### config.mk
export PLATFORM = sky130hd
export DESIGN_NAME = krt_ctrl
export DESIGN_NICKNAME = d
export VERILOG_FILES = /design/src/sv/keyed_record_table_core_defines.svh /design/src/sv/krt_pkg.sv /design/src/sv/krt_ctrl.sv
export SDC_FILE = /design/constraint.sdc
export NUM_CORES = 1
export LEC_CHECK = 0
export BUFFER_PORTS_ARGS = -buffer_cell sky130_fd_sc_hd__buf_2
export CORE_AREA = 2 2 391 393
export DETAILED_ROUTE_END_ITERATION = 10
export DIE_AREA = 0 0 393 395
export PLACE_DENSITY = 0.38
export SETUP_SLACK_MARGIN = 0.02
export SLEW_MARGIN = 20
export SYNTH_ARGS = -nofsm -noshare
export SYNTH_HDL_FRONTEND = slang
export SYNTH_SLANG_ARGS = --single-unit
### constraint.sdc
create_clock -name clk_i -period 7.5 [get_ports clk_i]
set_input_delay 0.375 -clock clk_i [delete_from_list [all_inputs] [get_ports clk_i]]
set_output_delay 0.375 -clock clk_i [all_outputs]
set_load 0.02 [all_outputs]
### src/sv/keyed_record_table_core_defines.svh
// assertion macros for the keyed record table
`ifndef KEYED_RECORD_TABLE_CORE_DEFINES_SVH
`define KEYED_RECORD_TABLE_CORE_DEFINES_SVH

// same-cycle implication
`define KRT_ASSERT_IMPL(lbl, clk, rst_n, ante, cons) \
  lbl: assert property (@(posedge clk) disable iff (!rst_n) (ante) |-> (cons)) \
    else $error("krt check failed");

// next-cycle implication
`define KRT_ASSERT_NEXT(lbl, clk, rst_n, ante, cons) \
  lbl: assert property (@(posedge clk) disable iff (!rst_n) (ante) |=> (cons)) \
    else $error("krt check failed");

`endif

### src/sv/krt_pkg.sv
`timescale 1ns / 1ps
package krt_pkg;

  localparam int unsigned CAPACITY = 64;
  localparam int unsigned CNT_W    = $clog2(CAPACITY + 1);
  localparam int unsigned IDX_W    = (CAPACITY > 1) ? $clog2(CAPACITY) : 1;
  localparam int unsigned POS_W    = 7;

  typedef enum logic [1:0] {
    MODE_ADD  = 2'd0,
    MODE_DEL  = 2'd1,
    MODE_FIND = 2'd2,
    MODE_LIST = 2'd3
  } mode_e;

  typedef enum logic [1:0] {
    ST_OK    = 2'd0,
    ST_FULL  = 2'd1,
    ST_MISS  = 2'd2,
    ST_EMPTY = 2'd3
  } status_e;

  typedef struct packed {
    logic signed [31:0] key;
    logic [63:0]        name_low;
    logic [47:0]        name_high;
    logic [23:0]        branch;
    logic [63:0]        address_low;
    logic [7:0]         address_high;
  } record_t;

  typedef struct packed {
    mode_e   mode;
    record_t rec;
  } req_t;

  typedef struct packed {
    logic             valid;
    status_e          status;
    logic [POS_W-1:0] position;
    logic             last;
    record_t          rec;
  } emit_t;

  typedef struct packed {
    logic             we;
    logic [IDX_W-1:0] waddr;
    record_t          wdata;
    logic             re;
    logic [IDX_W-1:0] raddr;
  } ram_req_t;

endpackage

### src/sv/krt_ctrl.sv
`timescale 1ns / 1ps
module krt_ctrl import krt_pkg::*; (
  input  logic     clk_i,
  input  logic     rst_ni,
  input  logic     req_valid_i,
  output logic     req_ready_o,
  input  req_t     req_i,
  input  logic     can_load_i,
  output emit_t    emit_o,
  output ram_req_t ram_o,
  input  record_t  rdata_i
);

  localparam logic [2:0] S_IDLE   = 3'd0;
  localparam logic [2:0] S_ADD    = 3'd1;
  localparam logic [2:0] S_SEARCH = 3'd2;
  localparam logic [2:0] S_HIT    = 3'd3;
  localparam logic [2:0] S_MISS   = 3'd4;
  localparam logic [2:0] S_DEL_WR = 3'd5;
  localparam logic [2:0] S_LIST   = 3'd6;
  localparam logic [2:0] S_EMPTY  = 3'd7;

  logic [2:0]       state_q, state_d;
  logic [CNT_W-1:0] count_q, count_d;
  logic [CNT_W-1:0] rd_idx_q, rd_idx_d;
  logic [IDX_W-1:0] data_idx_q, data_idx_d;
  logic             rd_pend_q, rd_pend_d;
  mode_e            mode_q, mode_d;
  record_t          rec_q, rec_d;

  logic             accept;
  logic             hit_now;
  logic             in_range;
  logic             at_last;
  logic [IDX_W-1:0] last_idx;

  assign req_ready_o = (state_q == S_IDLE);
  assign accept      = req_valid_i & req_ready_o;
  assign last_idx    = IDX_W'(count_q - CNT_W'(1));
  assign in_range    = (rd_idx_q < count_q);
  assign at_last     = (data_idx_q == last_idx);
  assign hit_now     = (state_q == S_SEARCH) && rd_pend_q && (rdata_i.key == rec_q.key);

  always_comb begin
    state_d    = state_q;
    count_d    = count_q;
    rd_idx_d   = rd_idx_q;
    data_idx_d = data_idx_q;
    rd_pend_d  = rd_pend_q;
    mode_d     = mode_q;
    rec_d      = rec_q;
    emit_o     = '0;
    ram_o      = '0;

    unique case (state_q)
      S_IDLE: begin
        if (accept) begin
          rec_d     = req_i.rec;
          mode_d    = req_i.mode;
          rd_idx_d  = '0;
          rd_pend_d = 1'b0;
          unique case (req_i.mode) inside
            MODE_ADD: state_d = S_ADD;
            MODE_DEL, MODE_FIND: state_d = (count_q == '0) ? S_MISS : S_SEARCH;
            MODE_LIST: state_d = (count_q == '0) ? S_EMPTY : S_LIST;
          endcase
        end
      end
      S_ADD: begin
        if (can_load_i) begin
          emit_o.valid = 1'b1;
          emit_o.last  = 1'b1;
          if (count_q == CNT_W'(CAPACITY)) begin
            emit_o.status = ST_FULL;
          end else begin
            emit_o.status = ST_OK;
            emit_o.rec    = rec_q;
            ram_o.we      = 1'b1;
            ram_o.waddr   = count_q[IDX_W-1:0];
            ram_o.wdata   = rec_q;
            count_d       = count_q + CNT_W'(1);
          end
          state_d = S_IDLE;
        end
      end
      S_SEARCH: begin
        ram_o.re    = in_range && !hit_now;
        ram_o.raddr = rd_idx_q[IDX_W-1:0];
        if (ram_o.re) begin
          rd_idx_d   = rd_idx_q + CNT_W'(1);
          data_idx_d = rd_idx_q[IDX_W-1:0];
        end
        rd_pend_d = ram_o.re || hit_now;
        if (hit_now) begin
          state_d = S_HIT;
        end else if (rd_pend_q && at_last) begin
          state_d = S_MISS;
        end
      end
      S_HIT: begin
        if (can_load_i) begin
          emit_o.valid  = 1'b1;
          emit_o.last   = 1'b1;
          emit_o.status = ST_OK;
          emit_o.rec    = rdata_i;
          rd_pend_d     = 1'b0;
          if (mode_q == MODE_DEL) begin
            ram_o.re    = 1'b1;
            ram_o.raddr = last_idx;
            state_d     = S_DEL_WR;
          end else begin
            state_d = S_IDLE;
          end
        end
      end
      S_DEL_WR: begin
        ram_o.we    = 1'b1;
        ram_o.waddr = data_idx_q;
        ram_o.wdata = rdata_i;
        count_d     = count_q - CNT_W'(1);
        state_d     = S_IDLE;
      end
      S_MISS: begin
        if (can_load_i) begin
          emit_o.valid  = 1'b1;
          emit_o.last   = 1'b1;
          emit_o.status = ST_MISS;
          state_d       = S_IDLE;
        end
      end
      S_EMPTY: begin
        if (can_load_i) begin
          emit_o.valid  = 1'b1;
          emit_o.last   = 1'b1;
          emit_o.status = ST_EMPTY;
          state_d       = S_IDLE;
        end
      end
      S_LIST: begin
        ram_o.re    = in_range && (!rd_pend_q || can_load_i);
        ram_o.raddr = rd_idx_q[IDX_W-1:0];
        if (ram_o.re) begin
          rd_idx_d   = rd_idx_q + CNT_W'(1);
          data_idx_d = rd_idx_q[IDX_W-1:0];
        end
        rd_pend_d = ram_o.re || (rd_pend_q && !can_load_i);
        if (rd_pend_q && can_load_i) begin
          emit_o.valid    = 1'b1;
          emit_o.status   = ST_OK;
          emit_o.position = POS_W'(data_idx_q) + POS_W'(1);
          emit_o.last     = at_last;
          emit_o.rec      = rdata_i;
          if (at_last) begin
            state_d = S_IDLE;
          end
        end
      end
      default: state_d = S_IDLE;
    endcase
  end

  always_ff @(posedge clk_i or negedge rst_ni) begin
    if (!rst_ni) begin
      state_q   <= S_IDLE;
      count_q   <= '0;
      rd_idx_q  <= '0;
      rd_pend_q <= 1'b0;
    end else begin
      state_q   <= state_d;
      count_q   <= count_d;
      rd_idx_q  <= rd_idx_d;
      rd_pend_q <= rd_pend_d;
    end
  end

  always_ff @(posedge clk_i) begin
    data_idx_q <= data_idx_d;
    mode_q     <= mode_d;
    rec_q      <= rec_d;
  end

endmodule

==> reports/summary.md, run 1 <==
### Clocking
- 0 — number of setup buffers added after CTS
- 266 — number of sinks driven by the clock tree
- 0.06 ns — CTS clock-pin slew for the worst setup and hold paths
- 2 — H-tree lvl count
- 40 — number of clock buffers inserted by TritonCTS
- 3 — largest buffer count on any clock path
- sky130_fd_sc_hd__clkbuf_16 — cell at the root of the clock tree
- yes — TritonCTS clock tree
- 0.61 ns — Clk Latency, worst-skew pair

### Worst setup path
- 4 — Critical path buffers and inverters
- sky130_fd_sc_hd__nor2_4 — worst-path cell with the longest stage delay
- count_q[0] — crit path launch
- 4.47 ns — R2R Setup Slk
- 10 — Crit. path cell count
- 141 — maximum fanout count along the critical path
- flip-flop to primary output — path type of the worst setup path
- rd_idx_q[5] — Worst R2R End
- 4.13 ns — Crit path arrival time
- buffers and inverters — critical path's top delay family
- primary output — kind of end point of the critical path
- sky130_fd_sc_hd__buf_12 — cell with the most instances on the worst path
- flip-flop — Critical Path Source Type
- inv_1, ha_1, nor3b_1, nand4_1, nand3_1, nor2_4, buf_12, buf_12, a22o_1, buf_2 — chain of cells forming the critical path
- emit_o[159] — Critical path destination
- count_q[4] — Worst R2R Start
- 0.49 ns — Slowest Stage Delay on Critical Path
- 7.12 ns — data required time of the critical path
- 8 — depth of the most critical reg-to-reg path

### STA
- 20.6% — Max transition margin
- 0.0625 ns — worst hold slack across all endpoints
- 0 — count of final setup violators
- 0 — fin. max-slew vios
- 0 ns — setup TNS after final layout
- 0.0257 ns — worst clock skew
- 60.1% — final cycle utilization of the critical path
- 1.19 ns — Worst Max-Slew Pin Slew
- 0 — total count of hold-check failures in the final report
- 222 MHz — achievable clock frequency
- false — RSZ-0062 raised after global routing
- 4.51 ns — minimum period implied by the final worst setup slack

### Synthesis
- 1626 — Net Count, Synth
- 12.7 µm² — synthesized area per cell
- 14300 µm² — total standard cell area after synthesis
- 57 — number of different library cells in the post-synthesis netlist
- 1128 — number of instances in the synthesized netlist
- sky130_fd_sc_hd__edfxtp_1 — main flop type after synthesis
- 55.1% — sequential share of the synthesized area
- 6.77% — share of async-settable or async-resettable flops after synthesis
- 248 — count of flip-flops with a built-in enable after synthesis
- 0 — Synthesis Warnings
- 266 — flop and latch count out of synthesis

### Pwr
- 0.000136 V — worst supply voltage drop on vdd
- 325 nW/µm² — Pwr Density
- 11.1 nW — leak pwr

### Drt
- 3.73 — post-DR vias/cell
- 0 — ANT nets after route
- 108000 µm — Total Routed Length
- 1378 — number of DRC markers after the initial detailed-route iteration
- 0 — DRC violation count after routing
- 16300 — vias after detailed routing
- 24.8 µm — WL/cell
- 5 — length of the first detailed-routing pass in iterations

### Floorplan
- 155000 µm² — die area
- 143 — Site Rows
- 393 µm — DIE WIDTH
- 9.48% — effective utilization at floorplan
- 151000 µm² — area inside the core boundary
- 992 — ports placed on the boundary
- 395 µm — die span in y

### Layout
- 16.7% — share of the core filled with cells in the final layout
- 46.5% — layout cell share with drive strength beyond 1
- 2795 — Final Net Count
- sky130_fd_sc_hd__buf_2 (991), sky130_fd_sc_hd__a22o_1 (484), sky130_fd_sc_hd__edfxtp_1 (248) — highest-count cells in the layout ignoring fill and taps
- 76.1% — area growth from synthesis to final layout
- sky130_fd_sc_hd__buf_2 — commonest non-fill, non-tap cell in the layout

### Placed design
- 0.922 — GP Congestion
- 85200 µm — detailed placer's ending HPWL
- 991 — number of buffers added on ports

### Global route
- 0 — remaining global-route overflow
- 142 — largest net degree at the start of global routing
- 13.1% — All-Layer GR Usage
- 15700 — vias in the first global route
- 139000 µm — global-route wire length before repair
- 77 — antenna violations before repair

### Job
- 0 — max-cap check violation count

### Outcome
- finished, final reports clean — status

### Worst hold path
- input pin to flip-flop — worst hold path class

[stage by stage]
stage,total power (W),cell area (µm²),std cells,setup WS (ns)
2_1_floorplan,0.00466,14300,1128,2.47
3_3_place_gp,0.00630,21600,4044,3.67
3_5_place_dp,0.00625,21600,4044,3.64
4_1_cts,0.00835,25200,4354,2.93
5_1_grt,0.00863,25200,4363,2.76
6_report,0.00820,25200,4371,2.99
[power breakdown]
group	switching (W)	internal [W]	leakage [nW]
Clock	0.000792	0.00108	0.592
Combinational	0.00257	0.00138	8.03
Sequential	0.000357	0.00203	2.52
Total	0.00372	0.00448	11.1
[how the worst min path moves through the flow]
stage	from	to	slack, ns	depth (start not counted)
finish	req_i[191]	rec_q[191]	0.06	1
global route	req_i[191]	rec_q[191]	0.03	1
CTS	req_i[191]	rec_q[191]	0.006	1
detailed placement	rst_ni	count_q[3]	0.38	1
global placement	rst_ni	count_q[3]	0.38	1
floorplan	rst_ni	count_q[0]	0.08	0
[routing by layer]
metal / up-vias / share of wire [%] / global-route usage (%)
met1: 8158 / 40 / 15.5
met4: 6 / 3.8 / 4.41
li1: 7043 / - / -
met3: 196 / 8.0 / 3.62
met5: - / 0.034 / 0
met2: 897 / 48 / 22.4
[cell usage after synthesis (all sizes together) (10+ instances only)]
library cell	number	area share [%]
nand2	27	0.74
xnor2	15	0.92
a22o	484	30
nor4	10	0.48
o21ai	12	0.42
inv	17	0.45
clkbuf	94	2.6
a21oi	19	0.69
ha	12	1.0
nor3	13	0.45
xor2	34	2.1
nor2	18	0.47
buf	29	0.95
dfrtp	18	3.1
edfxtp	248	52
nand3	14	0.52
[cell type report]
| class | instances | area [µm²] |
|---|---|---|
| Antenna cell | 16 | 40.0 |
| Clock buffer | 53 | 1080 |
| Clock inverter | 17 | 140 |
| Fill cell | 17000 | 126000 |
| Inverter | 17 | 63.8 |
| Multi-Input combinational cell | 722 | 5890 |
| Sequential cell | 266 | 7900 |
| Tap cell | 2030 | 2540 |
| Timing Repair Buffer | 1250 | 7590 |
[sequential cells by signal, indices dropped and copies added, names as in the netlist]
register    cells
rec_q         240
count_q         7
rd_idx_q        7
data_idx_q      6
state_q         3
mode_q          2
rd_pend_q       1
[logic make-up after synthesis]
kind of cell,after synthesis,synth area share [%]
AOI/OAI and AO/OA,539,31.9
xor gates and xnor gates,50,3.21
adders and majority gates,12,1.05
buffers and inverters,140,4.00
DFF,266,55.1
muxes,2,0.148
and+or+nand+nor,119,4.56
[what timing repair did]
action / CTS / global route
resized for setup: 0 / 0
endpoints found under the hold margin: 257 / 1
hold buffers: 240 / 1
[worst reg2reg max path: cells and delay by family (launching register included)]
kind / cells / cell delay (ns)
buffers and inverters: 1 / 0.20
and+or+nand+nor: 2 / 0.96
DFF: 1 / 0.59
adders and majority gates: 1 / 0.32
AOI/OAI and AO/OA: 4 / 0.82
No activity file was read; power rests on OpenSTA's default activity.
==> run 2, diff against run 1 <==
==> constraint.sdc (replaced) <==
create_clock -name clk_i -period 3.9 [get_ports clk_i]
set_input_delay 0.195 -clock clk_i [delete_from_list [all_inputs] [get_ports clk_i]]
set_output_delay 0.195 -clock clk_i [all_outputs]
set_load 0.02 [all_outputs]
==> run 2 against run 1 <==
Sequential power rose by 91%. Count of clock-buffer cells in the layout is 1 lower. Flip-flop and latch count stayed put. Non-clock buffer count up 43. Wire length is 4.0% higher. Cell count rose by 0.98%. Combinational power increased by 100%. Clock skew fell by 0.0057 ns. Largest power group unchanged. Highest routed layer unchanged.
==> reports/summary.md, run 2 (synthesized netlist as in run 1, its figures left out) <==
### Global route
- 144000 µm — global-route wire length before repair
- 13.5% — All-Layer GR Usage
- 107 — largest net degree at the start of global routing
- 16200 — vias in the first global route
- 0 — remaining global-route overflow
- 66 — antenna violations before repair

### Layout
- 25700 µm² — summed area of non-filler cells in the final layout
- 240 — flip-flop count of the largest register after layout
- rec_q (240), count_q (7), rd_idx_q (7) — registers with the highest flip-flop counts
- 79.6% — area growth from synthesis to final layout
- 17000 — Fill cells
- sky130_fd_sc_hd__buf_2 — commonest non-fill, non-tap cell in the layout
- 17.0% — share of the core filled with cells in the final layout
- sky130_fd_sc_hd__buf_2 (990), sky130_fd_sc_hd__a22o_1 (484), sky130_fd_sc_hd__edfxtp_1 (248) — highest-count cells in the layout ignoring fill and taps
- 47.5% — layout cell share with drive strength beyond 1
- 2837 — Final Net Count
- rec_q — Most flops, register

### Job
- 0 — max-cap check violation count

### Placed design
- 0.921 — GP Congestion
- 0.770 ns — post-placement worst setup slack
- 90300 µm — detailed placer's ending HPWL
- 22000 µm² — placement-stage cell area
- 991 — number of buffers added on ports

### Floorplan
- 393 µm — DIE WIDTH
- 9.48% — effective utilization at floorplan
- 151000 µm² — area inside the core boundary
- 992 — ports placed on the boundary
- 143 — Site Rows
- 395 µm — die span in y
- 155000 µm² — die area

### Outcome
- finished, final reports clean — status

### Worst setup path
- 36 — maximum fanout count along the critical path
- flip-flop — Critical Path Source Type
- flip-flop to primary output — path type of the worst setup path
- 9 — depth of the most critical reg-to-reg path
- primary output — kind of end point of the critical path
- 3.70 ns — data required time of the critical path
- 3.40 ns — Crit path arrival time

### Drt
- 0 — ANT nets after route
- 5 — length of the first detailed-routing pass in iterations
- 16600 — vias after detailed routing
- 0 — DRC violation count after routing
- 25.5 µm — WL/cell
- 112000 µm — Total Routed Length
- 3.76 — post-DR vias/cell
- 1382 — number of DRC markers after the initial detailed-route iteration

### STA
- 0 — fin. max-slew vios
- 0 ns — setup TNS after final layout
- 0.792 ns — Worst Max-Slew Pin Slew
- 0 — total count of hold-check failures in the final report
- 3.59 ns — minimum period implied by the final worst setup slack
- 0 — count of final setup violators
- 0.306 ns — worst setup margin
- 92.2% — final cycle utilization of the critical path
- 47.2% — Max transition margin
- 0.0200 ns — worst clock skew
- 278 MHz — achievable clock frequency
- false — RSZ-0062 raised after global routing

### Clocking
- 0.06 ns — CTS clock-pin slew for the worst setup and hold paths
- sky130_fd_sc_hd__clkbuf_16 — cell at the root of the clock tree
- 266 — number of sinks driven by the clock tree
- 0.59 ns — Clk Latency, worst-skew pair
- 39 — number of clock buffers inserted by TritonCTS
- 2 — H-tree lvl count
- yes — TritonCTS clock tree
- 3 — largest buffer count on any clock path
- 0 — number of setup buffers added after CTS

### Pwr
- 11.4 nW — leak pwr
- 0.000258 V — worst supply voltage drop on vdd
- 629 nW/µm² — Pwr Density

### Worst hold path
- input pin to async pin — worst hold path class

## run 2: changes by cell type in the layout (fill, tap and decap cells not counted), moves of 2 or more
cell / delta
sky130_fd_sc_hd__buf_4: +30
sky130_fd_sc_hd__buf_12: +7
sky130_fd_sc_hd__dlygate4sd3_1: +3
sky130_fd_sc_hd__buf_16: +2
sky130_fd_sc_hd__clkinv_1: -2
sky130_fd_sc_hd__clkinv_2: +2
## run 2: worst max-delay path: stages (launching register included)
cell,delay (ns)
sky130_fd_sc_hd__dfrtp_2,0.43
sky130_fd_sc_hd__inv_1,0.10
sky130_fd_sc_hd__ha_1,0.26
sky130_fd_sc_hd__nor3b_2,0.19
sky130_fd_sc_hd__nand4_1,0.17
sky130_fd_sc_hd__nand3_1,0.20
sky130_fd_sc_hd__nor2_4,0.20
sky130_fd_sc_hd__buf_12,0.24
sky130_fd_sc_hd__buf_4,0.41
sky130_fd_sc_hd__a22o_1,0.29
sky130_fd_sc_hd__buf_2,0.20
## run 2: stage by stage
| stage | hold WS [ns] | power (W) | std cells |
|---|---|---|---|
| 3_3_place_gp | 0.205 | 0.0124 | 4082 |
| 3_5_place_dp | 0.210 | 0.0123 | 4082 |
| 6_report | 0.179 | 0.0162 | 4414 |
| 5_1_grt | 0.187 | 0.0170 | 4405 |
| 2_1_floorplan | -0.101 | 0.00891 | 1128 |
| 4_1_cts | 0.130 | 0.0164 | 4396 |
## run 2: path summary, 6_finish.rpt
path / startpoint / end / slack, ns
min: rst_ni / count_q[4] / 0.18
max: count_q[0] / ram_o[87] / 0.31
min in group clk_i: can_load_i / rd_pend_q / 0.22
max in group asynchronous: rst_ni / count_q[0] / 3.34
min reg2reg: rd_idx_q[5] / data_idx_q[5] / 0.56
max reg2reg: count_q[4] / rd_idx_q[4] / 1.16
## run 2: layer usage
| layer | global-route usage, % | part of all wire (%) | vias to the layer above |
|---|---|---|---|
| li1 | - | - | 7139 |
| met1 | 16.7 | 42 | 8362 |
| met2 | 22.2 | 46 | 888 |
| met3 | 3.73 | 7.8 | 212 |
| met4 | 4.97 | 4.4 | 16 |
| met5 | 0 | 0.089 | - |
## run 2: power breakdown
part,total (W),switching (W),internal (W)
registers,0.00457,0.000682,0.00389
clock network,0.00358,0.00152,0.00205
logic,0.00804,0.00517,0.00287
total,0.0162,0.00737,0.00881
## run 2: area by class of cell
| class | instances | area [µm²] | share of cell area [%] |
|---|---|---|---|
| Clock buffer | 52 | 1070 | 4.14 |
| Clock inverter | 18 | 159 | 0.617 |
| Multi-Input combinational cell | 722 | 5890 | 22.9 |
| Timing Repair Buffer | 1293 | 8090 | 31.4 |
| Antenna cell | 16 | 40.0 | 0.156 |
| Inverter | 17 | 63.8 | 0.248 |
| Tap cell | 2030 | 2540 | 9.86 |
| Sequential cell | 266 | 7900 | 30.7 |
## run 2: repair_timing
| item | CTS | global route |
|---|---|---|
| endpoints found under the hold margin | 261 | 0 |
| resized for setup | 0 | 4 |
| hold buffers | 244 | 0 |
| endpoints found under the setup margin | 0 | 32 |
==> run 3, diff against run 2 <==
--- a/config.mk
+++ b/config.mk
@@ -6,9 +6,10 @@
 export NUM_CORES = 1
 export LEC_CHECK = 0
 export BUFFER_PORTS_ARGS = -buffer_cell sky130_fd_sc_hd__buf_2
-export CORE_AREA = 2 2 391 393
+export CORE_AREA = 2 2 387 389
 export DETAILED_ROUTE_END_ITERATION = 10
-export DIE_AREA = 0 0 393 395
+export DIE_AREA = 0 0 389 391
+export HOLD_SLACK_MARGIN = 0.03
 export PLACE_DENSITY = 0.38
 export SETUP_SLACK_MARGIN = 0.02
 export SLEW_MARGIN = 20
==> run 3 against run 2 <==
Core utilization rose by 0.25 points. Power is 0.84% higher. Cell area is 0.33% lower. Die area is 2.0% lower. Setup slack got worse by 0.050 ns. Sequential power barely moved. Clock power up 11%. Hold slack got worse by 0.032 ns. Largest cell class unchanged. Fmax down 1.4%. Clock skew down 0.0031 ns. Count of clock-buffer cells in the layout is 1 lower.
==> reports/summary.md, run 3 (synthesized netlist as in run 1, its figures left out) <==
### Drt
- 25.3 µm — WL/cell
- 0 — ANT nets after route
- 109000 µm — Total Routed Length
- 8 — length of the first detailed-routing pass in iterations
- 16600 — vias after detailed routing
- 3.83 — post-DR vias/cell
- 0 — DRC violation count after routing
- 1247 — number of DRC markers after the initial detailed-route iteration

### Pwr
- 636 nW/µm² — Pwr Density
- 44.6% — proportion of total power due to net switching
- 0.00728 W — switching component of the power
- 27.9% — sequential cell fraction of total power
- 11.4 nW — leak pwr
- 47.9% — part of the total power dissipated in combinational logic
- 0.00904 W — cell internal pwr
- 24.2% — proportion of power drawn by the clock network
- 0.000428 V — worst supply voltage drop on vdd

### Worst setup path
- state_q[1] — Worst R2R Start
- primary output — kind of end point of the critical path
- 3.70 ns — data required time of the critical path
- flip-flop to primary output — path type of the worst setup path
- rd_idx_q[3] — Worst R2R End
- 3.45 ns — Crit path arrival time
- 1.15 ns — R2R Setup Slk
- 7 — depth of the most critical reg-to-reg path
- flip-flop — Critical Path Source Type
- count_q[0] — crit path launch
- 75 — maximum fanout count along the critical path

### Layout
- 79.0% — area growth from synthesis to final layout
- rec_q — Most flops, register
- sky130_fd_sc_hd__buf_2 — commonest non-fill, non-tap cell in the layout
- 2825 — Final Net Count
- 240 — flip-flop count of the largest register after layout
- 47.4% — layout cell share with drive strength beyond 1
- rec_q (240), count_q (7), rd_idx_q (7) — registers with the highest flip-flop counts
- sky130_fd_sc_hd__buf_2 (991), sky130_fd_sc_hd__a22o_1 (482), sky130_fd_sc_hd__edfxtp_1 (248) — highest-count cells in the layout ignoring fill and taps

### STA
- 0.256 ns — worst setup margin
- 274 MHz — achievable clock frequency
- 0 ns — setup TNS after final layout
- 0 — total count of hold-check failures in the final report
- 0.147 ns — worst hold slack across all endpoints
- false — RSZ-0062 raised after global routing
- 34.2% — Max transition margin
- 0.987 ns — Worst Max-Slew Pin Slew
- 3.64 ns — minimum period implied by the final worst setup slack
- 0.0169 ns — worst clock skew
- 0 — fin. max-slew vios
- 93.4% — final cycle utilization of the critical path
- 0 — count of final setup violators

### Clocking
- 0.59 ns — Clk Latency, worst-skew pair
- 42 — number of clock buffers inserted by TritonCTS
- sky130_fd_sc_hd__clkbuf_16 — cell at the root of the clock tree
- 266 — number of sinks driven by the clock tree
- 3 — largest buffer count on any clock path
- yes — TritonCTS clock tree
- 2 — H-tree lvl count
- 0.05 ns — CTS clock-pin slew for the worst setup and hold paths

### Global route
- 13.4% — All-Layer GR Usage
- 140000 µm — global-route wire length before repair
- 15800 — vias in the first global route
- 0 — remaining global-route overflow
- 71 — antenna violations before repair
- 123 — largest net degree at the start of global routing

### Placed design
- 991 — number of buffers added on ports
- 0.367 ns — post-placement worst setup slack
- 0.861 — GP Congestion
- 88400 µm — detailed placer's ending HPWL

### Floorplan
- 142 — Site Rows
- 149000 µm² — area inside the core boundary
- 391 µm — die span in y
- 992 — ports placed on the boundary
- 152000 µm² — die area
- 9.65% — effective utilization at floorplan
- 389 µm — DIE WIDTH

### Worst hold path
- input pin to async pin — worst hold path class

### Job
- 0 — max-cap check violation count

### Outcome
- finished, final reports clean — status

run 3: cell types whose count changed in the layout (fill, tap and decap cells not counted), moves of 2 or more:
| cell | before | now |
|---|---|---|
| sky130_fd_sc_hd__clkbuf_8 | 2 | 0 |
| sky130_fd_sc_hd__inv_6 | 1 | 3 |
| sky130_fd_sc_hd__clkbuf_1 | 10 | 8 |
| sky130_fd_sc_hd__clkinv_1 | 4 | 7 |
| sky130_fd_sc_hd__buf_12 | 14 | 12 |
| sky130_fd_sc_hd__a22o_1 | 484 | 482 |
| sky130_fd_sc_hd__buf_4 | 41 | 27 |
| sky130_fd_sc_hd__bufinv_16 | 2 | 5 |
| sky130_fd_sc_hd__buf_8 | 0 | 2 |
| sky130_fd_sc_hd__diode_2 | 16 | 24 |
run 3: power by group through the flow:
stage | sequential [W] | combinational (W) | clock (W)
final | 0.00455 | 0.00782 | 0.00396
after global routing | 0.00459 | 0.00833 | 0.00422
after CTS | 0.00453 | 0.00785 | 0.00414
after detailed placement | 0.00456 | 0.00756 | 0
after global placement | 0.00459 | 0.00761 | 0
after floorplan | 0.00423 | 0.00468 | 0
run 3: repair_timing:
item	4_1_cts	5_1_grt
resized for setup	3	13
endpoints found under the setup margin	86	126
hold buffers	244	0
hold endpoints to repair	261	0
buffers inserted	0	0
run 3: critical path: stages, from the launching register on:
cell	delay, ns
sky130_fd_sc_hd__dfrtp_1	0.45
sky130_fd_sc_hd__inv_1	0.12
sky130_fd_sc_hd__ha_1	0.25
sky130_fd_sc_hd__nor3b_2	0.19
sky130_fd_sc_hd__nand4_1	0.17
sky130_fd_sc_hd__nand3_1	0.20
sky130_fd_sc_hd__nor2_4	0.22
sky130_fd_sc_hd__buf_12	0.26
sky130_fd_sc_hd__buf_16	0.31
sky130_fd_sc_hd__a22o_1	0.38
sky130_fd_sc_hd__buf_2	0.23
run 3: layout make-up:
type	instances	area, µm²
fillers	16600	123000
inverters	17	63.8
multi-input cells	722	5900
clock inverters	27	288
diodes	24	60.1
repair buffers	1278	7910
flip-flops and latches	266	7900
well taps	1944	2430
clock buffers	51	1110
run 3: through the flow:
stage / cells / cell area [µm²] / utilization [%] / total power, W
after floorplan: 1128 / 14300 / - / 0.00891
after global placement: 3983 / 21700 / 14.6 / 0.0122
after detailed placement: 3983 / 21700 / 14.6 / 0.0121
after CTS: 4305 / 25600 / 17.2 / 0.0165
after global routing: 4316 / 25600 / 17.3 / 0.0171
final: 4329 / 25700 / 17.3 / 0.0163
run 3: worst max path at each step:
stage / to / cells past startpoint
3_3_place_gp: emit_o[121] / 10
5_1_grt: emit_o[193] / 10
2_1_floorplan: mode_q[0] / 4
3_5_place_dp: emit_o[121] / 10
6_report: emit_o[84] / 10
4_1_cts: ram_o[39] / 11
run 3: layer usage:
metal	track usage (%)	wire length (µm)	part of all wire [%]	vias to the layer above
li1	-	-	-	7116
met1	16.6	44800	41	8266
met2	21.3	49900	46	964
met3	4.54	9850	9.0	219
met4	5.50	4730	4.3	14
met5	0	86	0.079	-
